### config.mk
export PLATFORM = sky130hd
export DESIGN_NAME = programmable_fsm_table_engine
export DESIGN_NICKNAME = d
export VERILOG_FILES = /design/src/hw/rtl/pfte_pkg.sv /design/src/hw/rtl/pfte_edge_store.sv /design/src/hw/rtl/programmable_fsm_table_engine.sv
export SDC_FILE = /design/constraint.sdc
export NUM_CORES = 2
export LEC_CHECK = 0
export ABC_CLOCK_PERIOD_IN_PS = 9700
export BUFFER_PORTS_ARGS = -buffer_cell sky130_fd_sc_hd__clkbuf_2
export CORE_UTILIZATION = 55
export DETAILED_ROUTE_END_ITERATION = 10
export GPL_TIMING_DRIVEN = 0
export PLACE_DENSITY_LB_ADDON = 0.08
export SETUP_SLACK_MARGIN = 0.2
export SLEW_MARGIN = 20
export SYNTH_ARGS = -nofsm -noshare
export SYNTH_HDL_FRONTEND = slang
export SYNTH_HIERARCHICAL = 1
export SYNTH_SLANG_ARGS = --single-unit
export TNS_END_PERCENT = 1
### constraint.sdc
create_clock -name clk -period 9.7 [get_ports clk]
set_clock_uncertainty 0.1 [all_clocks]
set_input_delay 1.94 -clock clk [delete_from_list [all_inputs] [get_ports clk]]
set_output_delay 1.94 -clock clk [all_outputs]
set_load 0.05 [all_outputs]
### src/hw/rtl/pfte_pkg.sv
// Shared types and constants for the programmable FSM table engine.
// Used by pfte_edge_store and programmable_fsm_table_engine; no dependencies.
package pfte_pkg;

  localparam int NUM_STATES  = 16;
  localparam int MAX_EDGES   = 8;
  localparam int SYMBOL_BITS = 8;

  localparam int STATE_W = $clog2(NUM_STATES);
  localparam int SLOT_W  = $clog2(MAX_EDGES);
  localparam int ADDR_W  = STATE_W + SLOT_W;
  localparam int LIM_W   = $clog2(MAX_EDGES + 1);

  typedef enum logic [2:0] {
    CMD_STEP      = 3'd0,
    CMD_ADD_STATE = 3'd1,
    CMD_DEL_STATE = 3'd2,
    CMD_ADD_EDGE  = 3'd3,
    CMD_DEL_EDGE  = 3'd4
  } cmd_t;

  typedef enum logic [1:0] {
    ST_OK      = 2'd0,
    ST_FULL    = 2'd1,
    ST_NOSTATE = 2'd2
  } status_t;

  typedef enum logic [2:0] {
    S_IDLE,
    S_CHECK,
    S_SCAN,
    S_COMMIT,
    S_RESP
  } fsm_t;

  typedef struct packed {
    logic [SYMBOL_BITS-1:0] key;
    logic [STATE_W-1:0]     dest;
  } edge_t;

  typedef struct packed {
    logic                rd_vld;
    logic                vld;
    edge_t               data;
  } edge_rd_t;

  typedef struct packed {
    logic [ADDR_W-1:0]  rd_addr;
    logic               wr_en;
    logic               vld_set;
    logic [ADDR_W-1:0]  wr_addr;
    edge_t              wr_data;
    logic               vld_clr;
    logic [ADDR_W-1:0]  clr_addr;
    logic               row_clr;
    logic [STATE_W-1:0] row;
  } edge_ctl_t;

endpackage

### src/hw/rtl/pfte_edge_store.sv
// Edge slot store: key/destination memory with registered read, plus valid bits.
// Depends on pfte_pkg.
module pfte_edge_store (
  input  logic                clk,
  input  logic                rst_n,
  input  pfte_pkg::edge_ctl_t ctl,
  output pfte_pkg::edge_rd_t  rd
);
  import pfte_pkg::*;

  localparam int DEPTH = NUM_STATES * MAX_EDGES;

  edge_t                mem [DEPTH];
  logic [DEPTH-1:0]     vld_r;
  edge_t                rd_data_r;
  logic                 rd_vld_r;

  always_ff @(posedge clk) begin
    if (ctl.wr_en) begin
      mem[ctl.wr_addr] <= ctl.wr_data;
    end
    rd_data_r <= mem[ctl.rd_addr];
  end

  always_ff @(posedge clk) begin
    if (!rst_n) begin
      vld_r    <= '0;
      rd_vld_r <= 1'b0;
    end else begin
      rd_vld_r <= vld_r[ctl.rd_addr];
      if (ctl.row_clr) begin
        for (int j = 0; j < MAX_EDGES; j++) begin
          vld_r[{ctl.row, SLOT_W'(j)}] <= 1'b0;
        end
      end
      if (ctl.vld_clr) begin
        vld_r[ctl.clr_addr] <= 1'b0;
      end
      if (ctl.vld_set) begin
        vld_r[ctl.wr_addr] <= 1'b1;
      end
    end
  end

  assign rd.rd_vld = 1'b1;
  assign rd.vld    = rd_vld_r;
  assign rd.data   = rd_data_r;

endmodule

### src/hw/rtl/programmable_fsm_table_engine.sv
// Top level of the programmable FSM table engine: command sequencer, state table.
// Depends on pfte_pkg and pfte_edge_store.
//
//   channel  ports                                                  dir
//   in       in_valid/in_ready, command, target_state, symbol,      in
//            next_state, capacity
//   out      out_valid/out_ready, cur_state, status                 out
//
// Add/delete state, unknown commands and edits or steps on an absent state go
// from the check state straight to the result beat. Step and transition edits scan
// the state's slots through one registered memory read port and one comparator,
// one slot a cycle; a key match ends a step or add early, and add transition
// without a key match passes through a commit state. Idle follows each beat.
// Synchronous reset clears all states, valid bits and the current state at once.
// A beat is taken only when idle; a result held by out_ready stalls the input.
module programmable_fsm_table_engine (
  input  logic                         clk,
  input  logic                         rst_n,
  input  logic                         in_valid,
  output logic                         in_ready,
  input  logic [2:0]                   in_command,
  input  logic [3:0]                   in_target_state,
  input  logic [7:0]                   in_symbol,
  input  logic [3:0]                   in_next_state,
  input  logic [3:0]                   in_capacity,
  output logic                         out_valid,
  input  logic                         out_ready,
  output logic [3:0]                   out_cur_state,
  output logic [1:0]                   out_status
);
  import pfte_pkg::*;

  fsm_t                    state_r, state_nxt;
  cmd_t                    cmd_r, cmd_nxt;
  logic [STATE_W-1:0]      tgt_r, tgt_nxt;
  logic [SYMBOL_BITS-1:0]  sym_r, sym_nxt;
  logic [STATE_W-1:0]      dst_r, dst_nxt;
  logic [3:0]              cap_r, cap_nxt;
  logic [STATE_W-1:0]      now_r, now_nxt;
  logic [SLOT_W-1:0]       k_r, k_nxt;
  logic [LIM_W-1:0]        used_r, used_nxt;
  logic                    free_hit_r, free_hit_nxt;
  logic [SLOT_W-1:0]       free_k_r, free_k_nxt;
  status_t                 status_r, status_nxt;
  logic [NUM_STATES-1:0]   present_r, present_nxt;
  logic [LIM_W-1:0]        limit_r [NUM_STATES];
  logic [LIM_W-1:0]        limit_nxt [NUM_STATES];

  edge_ctl_t               ctl;
  edge_rd_t                rd;
  logic [STATE_W-1:0]      base;
  logic [LIM_W-1:0]        cap_sat;
  logic [SYMBOL_BITS-1:0]  cmp_a, cmp_b;
  logic                    hit;
  logic                    last;

  pfte_edge_store u_store (
    .clk   (clk),
    .rst_n (rst_n),
    .ctl   (ctl),
    .rd    (rd)
  );

  assign in_ready      = (state_r == S_IDLE);
  assign out_valid     = (state_r == S_RESP);
  assign out_cur_state = now_r;
  assign out_status    = status_r;

  assign base = (cmd_r == CMD_STEP) ? now_r : tgt_r;
  assign last = (k_r == SLOT_W'(MAX_EDGES - 1));

  always_comb begin
    if (cap_r == 4'd0) begin
      cap_sat = LIM_W'(1);
    end else if (32'(cap_r) > MAX_EDGES) begin
      cap_sat = LIM_W'(MAX_EDGES);
    end else begin
      cap_sat = LIM_W'(cap_r);
    end
  end

  // shared comparator: key match for step/add, destination match for delete
  always_comb begin
    if (cmd_r == CMD_DEL_EDGE) begin
      cmp_a = SYMBOL_BITS'(rd.data.dest);
      cmp_b = SYMBOL_BITS'(dst_r);
    end else begin
      cmp_a = rd.data.key;
      cmp_b = sym_r;
    end
    hit = rd.rd_vld && rd.vld && (cmp_a == cmp_b);
  end

  always_ff @(posedge clk) begin
    if (!rst_n) begin
      state_r   <= S_IDLE;
      now_r     <= '0;
      present_r <= '0;
      for (int i = 0; i < NUM_STATES; i++) begin
        limit_r[i] <= '0;
      end
    end else begin
      state_r   <= state_nxt;
      now_r     <= now_nxt;
      present_r <= present_nxt;
      limit_r   <= limit_nxt;
    end
  end

  always_ff @(posedge clk) begin
    cmd_r      <= cmd_nxt;
    tgt_r      <= tgt_nxt;
    sym_r      <= sym_nxt;
    dst_r      <= dst_nxt;
    cap_r      <= cap_nxt;
    k_r        <= k_nxt;
    used_r     <= used_nxt;
    free_hit_r <= free_hit_nxt;
    free_k_r   <= free_k_nxt;
    status_r   <= status_nxt;
  end

  always_comb begin
    state_nxt    = state_r;
    cmd_nxt      = cmd_r;
    tgt_nxt      = tgt_r;
    sym_nxt      = sym_r;
    dst_nxt      = dst_r;
    cap_nxt      = cap_r;
    now_nxt      = now_r;
    k_nxt        = k_r;
    used_nxt     = used_r;
    free_hit_nxt = free_hit_r;
    free_k_nxt   = free_k_r;
    status_nxt   = status_r;
    present_nxt  = present_r;
    limit_nxt    = limit_r;

    ctl          = '0;
    ctl.rd_addr  = {base, k_r + SLOT_W'(1)};
    ctl.wr_addr  = {base, k_r};
    ctl.wr_data  = '{key: sym_r, dest: dst_r};
    ctl.clr_addr = {base, k_r};
    ctl.row      = tgt_r;

    unique case (state_r)
      S_IDLE: begin
        if (in_valid) begin
          cmd_nxt    = cmd_t'(in_command);
          tgt_nxt    = in_target_state;
          sym_nxt    = in_symbol[SYMBOL_BITS-1:0];
          dst_nxt    = in_next_state;
          cap_nxt    = in_capacity;
          status_nxt = ST_OK;
          state_nxt  = S_CHECK;
        end
      end

      S_CHECK: begin
        k_nxt        = '0;
        used_nxt     = '0;
        free_hit_nxt = 1'b0;
        free_k_nxt   = '0;
        ctl.rd_addr  = {base, SLOT_W'(0)};
        state_nxt    = S_RESP;
        unique case (cmd_r) inside
          CMD_STEP: begin
            if (!present_r[now_r]) begin
              now_nxt    = '0;
              status_nxt = ST_NOSTATE;
            end else begin
              state_nxt = S_SCAN;
            end
          end
          CMD_ADD_STATE: begin
            if (!present_r[tgt_r]) begin
              present_nxt[tgt_r] = 1'b1;
              limit_nxt[tgt_r]   = cap_sat;
              ctl.row_clr        = 1'b1;
            end
          end
          CMD_DEL_STATE: begin
            present_nxt[tgt_r] = 1'b0;
            limit_nxt[tgt_r]   = '0;
            ctl.row_clr        = 1'b1;
            if (now_r == tgt_r) begin
              now_nxt = '0;
            end
          end
          CMD_ADD_EDGE, CMD_DEL_EDGE: begin
            if (!present_r[tgt_r]) begin
              status_nxt = ST_NOSTATE;
            end else begin
              state_nxt = S_SCAN;
            end
          end
          default: begin
          end
        endcase
      end

      S_SCAN: begin
        k_nxt = k_r + SLOT_W'(1);
        unique case (cmd_r)
          CMD_STEP: begin
            if (hit) begin
              now_nxt   = rd.data.dest;
              state_nxt = S_RESP;
            end else if (last) begin
              state_nxt = S_RESP;
            end
          end
          CMD_ADD_EDGE: begin
            if (hit) begin
              ctl.wr_en = 1'b1;
              state_nxt = S_RESP;
            end else begin
              if (rd.vld) begin
                used_nxt = used_r + LIM_W'(1);
              end else if (!free_hit_r) begin
                free_hit_nxt = 1'b1;
                free_k_nxt   = k_r;
              end
              if (last) begin
                state_nxt = S_COMMIT;
              end
            end
          end
          default: begin
            if (hit) begin
              ctl.vld_clr = 1'b1;
            end
            if (last) begin
              state_nxt = S_RESP;
            end
          end
        endcase
      end

      S_COMMIT: begin
        state_nxt = S_RESP;
        if ((used_r >= limit_r[tgt_r]) || !free_hit_r) begin
          status_nxt = ST_FULL;
        end else begin
          ctl.wr_addr = {tgt_r, free_k_r};
          ctl.wr_en   = 1'b1;
          ctl.vld_set = 1'b1;
        end
      end

      S_RESP: begin
        if (out_ready) begin
          state_nxt = S_IDLE;
        end
      end

      default: begin
        state_nxt = S_IDLE;
      end
    endcase
  end

endmodule

* Word-level counts from Yosys, hierarchy flattened
Memories as Yosys holds them, arrays and structs flattened. A register that Yosys moved wholly into a read port is not among the register bits.
Index checks and enable logic that the tools add are counted.
** Storage, ports and cells
- Register bits :: 252
- Memory bits (writable) :: 1536
- Input bits :: 27
- Output and inout bits :: 8
- Memories kept :: 1
** Memories
- u_store.mem :: words 128, bits a word 12, read ports 1, clocked after memory_dff 1, wr ports 1, RTL line pfte_edge_store.sv:13 : edge_t mem [DEPTH];
** Cells by class
- Add/subtract/negate cells :: 2
- Magnitude comparators :: 28
- Equal/unequal tests :: 28
- Multiplexer cells :: 98
- Bitwise gates (word level) :: 25
- Reduce and logical (&&, ||, !) cells :: 31
** Operators by type and width (number)
- $and 128x128->128 :: 9
- $mux 128 :: 5
- $not 128->128 :: 2
- $not 121->128 :: 1
- $not 122->128 :: 1
- $not 123->128 :: 1
- $not 124->128 :: 1
- $not 125->128 :: 1
- $not 126->128 :: 1
- $not 127->128 :: 1
- $or 128x128->128 :: 1
- $pmux 64 s2 :: 1
- $lt 7x8->1 const B :: 11
- $ge 7x1->1 const B :: 10
- $and 64x64->64 :: 1
- $bwmux 64 :: 1
- $mux 64 :: 1
- $not 64->64 :: 1
- $mux 4 :: 13
- $mux 3 :: 13
- $demux 1 s4 :: 9
- $pmux 16 s2 :: 1
- $mux 1 :: 25
- $mux 8 :: 3
- 49 further kinds :: 98

* Logic depth before layout (Yosys ltp)
- Word-level depth :: 20
- Depth in mapped cells :: 19
- Gate-level depth less buffers :: 13

* Hierarchy
Netlist, hierarchy kept.
** By module, submodules not included
- pfte_edge_store :: times used 1, cells an instance 3585, area each 65567.9 um^2, seq. area each 48946.9 um^2
- programmable_fsm_table_engine :: times used 1, cells an instance 598, area each 6229.7 um^2, seq. area each 2822.7 um^2

* Worst setup path after synthesis
Ideal clock, no wire load.
- Path type :: reg-to-reg
- Start :: register tgt_r[0]
- End :: memory u_store/mem[107][0] (netlist name) (enable)
- Library setup time :: 0.380 ns
- Data arrival time :: 4.983 ns
- Data required time :: 9.220 ns
- Setup slack :: 4.236 ns
- Cell stages (with the launch flop) :: 19
- Buffers on the path :: 6
- Clock period less this slack :: 5.464 ns
- Path through :: edfxtp_1 > buf_2 > buf_2 > buf_1 > mux4_2 > mux4_2 > ha_1 > nand2b_1 > a21oi_1 > nor2b_1 > o21ai_0 > and4b_1 > clkbuf_1 > mux2_2 > clkbuf_1 > nor2b_1 > nand3_1 > clkbuf_1 > nor2_1
** RTL lines
- from (decl) :: RTL line programmable_fsm_table_engine.sv:35 : logic [STATE_W-1:0] tgt_r, tgt_nxt;
- from (signal assigned) :: RTL line programmable_fsm_table_engine.sv:112 : tgt_r <= tgt_nxt;
- to (decl) :: RTL line pfte_edge_store.sv:13

==> impl_metrics.tcl <==
set metrics [dict create \
    status "finished clean" \
    insertion_delay_ns 0.80 \
    grt_pass1_vias 40040 \
    p_comb_share_pct 8.5 \
    io_pins 35 \
    power_frac_seq_pct 51.7 \
    ctsHoldBuffers 0 \
    synth_seq_cells 1800 \
    async_flop_share_pct 0 \
    clk_pin_slew_ns 0.06 \
    finalCriticalPeriod_ns 8.143 \
    critPathLaunchType "register" \
    io_buffers 34 \
    tns_ns 0 \
    holdWs_ns 0.3578 \
    cp-startpoint "tgt_r[1]" \
    timing.rr.end "u_store/mem[77][8]" \
    vdd_ir_drop_max_uv 173.9 \
    highest_layer "met4" \
    p_int_mw 12.60 \
    grt_antenna_before_repair 6 \
    ctsResizeCount 0 \
    wl_met1_um 80530 \
    synth_ff_type "edfxtp_1" \
    crit_end "u_store/mem[77][8]" \
    setup_ws_ns 1.557 \
    post-place-ws_ns 1.564 \
    power.density_nw_per_um2 201.5 \
    start_util_pct 55.45 \
    overflow 0 \
    critPathMaxFanout 12 \
    die_w_um 363.3 \
    layout.nets 4520 \
    vias 41600 \
    clk_path_buf_depth 3 \
    total_power_mw 16.41 \
    cts.sinks 1800 \
    grt_use_total_pct 30.07 \
    wl_um 197500 \
    die_area_um2 132000 \
    finalHoldViolCount 0 \
    drcViolationCount 0 \
    wl_met2_um 92040 \
    drt_pass1_iterations 8 \
    syn_inst 4183 \
    core_um2 129500 \
    drv_cap 0 \
    worstPathArrival_ns 8.43 \
    cts_buffers 180 \
    wl_per_cell_um 31.01 \
    multi_input_area_um2 19070 \
    reg2reg_slack_ns 1.56 \
    tightest_slew_ns 1.215 \
    critical_path_class "reg2reg" \
    switching_share_pct 23.24 \
    hpwlAfterDp_um 135800 \
    ys_types 70 \
    layout_common_cells "1572 x edfxtp_1, 322 x mux4_2, 277 x mux2i_1" \
    met3_length_um 18540 \
    ys.warnings.count 6 \
    end_kind "register" \
    num-fill-cells 9340 \
    max_slew_margin_pct 18.69 \
    setup_viol 0 \
    drtIter0Drc 5060 \
    cts_tree "done" \
    finalCritPeriodShare_pct 83.95 \
    gp_congestion 0.9299 \
    slew_viol_final 0 \
    ys_seq_area_share_pct 72.10 \
    syn_avg_cell_area_um2 17.16 \
    required_ns 9.99 \
    pwr-share-clk_pct 39.8 \
    final_core_util_pct 62.89 \
    synth_area_um2 71800 \
    switchingPower_mw 3.814 \
    cts_setup_buffers 0 \
    worst_hold_path_type "reg2reg" \
    viasPerCell 6.532 \
    detail-route-antenna-nets 0 \
    rows 132 \
    area_growth_pct 13.42 \
    cts_root_buf "clkbuf_16" \
    syn-num-nets 4217 \
    htreeDepth 4 \
    die_y_um 363.3 \
    p_leak_nw 25.69 \
    timing.rr.start "tgt_r[1]" \
    final_common_cell "edfxtp_1" \
    reg2reg_depth 17 \
    seq_area_um2 51770 \
    synth-edff-count 1572 \
    rsz0062_at_grt "false" \
    drive_gt1_share_pct 21.04 \
    grt_max_degree 29 \
    max_freq_mhz 122.8 \
    grt_pass1_wl_um 282100 \
]
-- through the flow --
step           std cells  instance area [um^2]
5_1_grt             6366                 81420
4_1_cts             6365                 81260
6_report            6368                 81430
3_5_place_dp        6045                 75810
2_1_floorplan       4183                 71800
3_3_place_gp        5959                 74150
-- logic make-up (layout without fill, tap and decap cells) --
kind of cell             after synthesis  count (layout)  share of synthesized area [%]
adder cells (fa/ha/maj)                7               7                         0.1220
AND/OR/NAND/NOR                      858             858                          5.242
buffers and inverters                281             722                          1.818
other                                  1               3                       0.005223
flip-flops                          1800            1800                          72.10
AO/OA/AOI/OAI                        607             607                          6.338
multiplexers                         611             611                          14.15
XOR/XNOR                              18              18                         0.2196
-- cells in the mapped netlist (all sizes together), types with 22 or more instances --
cell / instances / area (um^2)
nor3: 24 / 125.1
mux2i: 277 / 2773
o21ai: 25 / 125.1
buf: 117 / 688.2
clkbuf: 147 / 553.0
a21oi: 63 / 319.1
o22ai: 38 / 237.7
nor2: 352 / 1393
nand2: 255 / 957.2
nand3: 132 / 660.6
o211ai: 28 / 210.2
mux4: 322 / 7252
a31oi: 40 / 250.2
a22oi: 197 / 1479
nand2b: 22 / 137.6
dfxtp: 228 / 4564
edfxtp: 1572 / 47210
a22o: 24 / 210.2
a32oi: 135 / 1182
-- routing by layer --
metal / global-route usage (%) / vias to the layer above
li1: - / 17530
met1: 43.32 / 21570
met2: 46.45 / 2136
met3: 5.628 / 360
met4: 10.29 / 0
met5: 0 / -
-- registers in the layout, summed over array words and instances (netlist names), 4 cells and up, named ones only --
register / cells
u_store/mem: 1536
u_store/vld_r: 128
limit_r: 64
u_store/rd: 12
sym_r: 8
cap_r: 4
dst_r: 4
out_cur_state: 4
tgt_r: 4
used_r: 4
-- worst min path at each step --
| stage | startpoint | endpoint | slack, ns | cells past startpoint |
|---|---|---|---|---|
| final | limit_r[37] | limit_r[37] | 0.36 | 2 |
| after global routing | limit_r[17] | limit_r[17] | 0.38 | 2 |
| after CTS | limit_r[17] | limit_r[17] | 0.36 | 2 |
| after detailed placement | limit_r[17] | limit_r[17] | 0.34 | 2 |
| after global placement | limit_r[29] | limit_r[29] | 0.34 | 2 |
| after floorplan | limit_r[21] | limit_r[21] | 0.33 | 2 |
-- cell type report --
type	count	area share, %
Clock inverter	80	0.7468
Buffer	264	1.537
Clock buffer	240	5.948
Tap cell	1742	2.677
Sequential cell	1800	63.58
Timing Repair Buffer	121	2.016
Antenna cell	2	0.006146
Multi-Input combinational cell	2102	23.42
Inverter	17	0.07836
-- critical path: stages, from the launching register on --
cell and delay (ns):
edfxtp_1 0.64, clkbuf_1 0.51, clkbuf_1 0.59, mux4_2 0.43, mux4_2 0.52, ha_1 0.28
nand2b_1 0.14, a21oi_1 0.17, nor2b_1 0.06, o21ai_0 0.18, and4b_1 0.21, clkbuf_1 0.46
mux2_2 0.26, clkbuf_1 0.42, nor2b_1 0.24, nand3_1 0.70, clkbuf_2 0.71, nor2_1 1.05
-- power groups by stage --
stage	sequential (mW)	clock, mW	combinational (mW)
global placement	8.83	0	1.13
global route	8.49	6.92	1.44
CTS	8.49	6.62	1.37
detailed placement	8.66	0	1.37
finish	8.49	6.53	1.39
floorplan	8.72	0	0.710
Power figures use the tool's default switching activity.
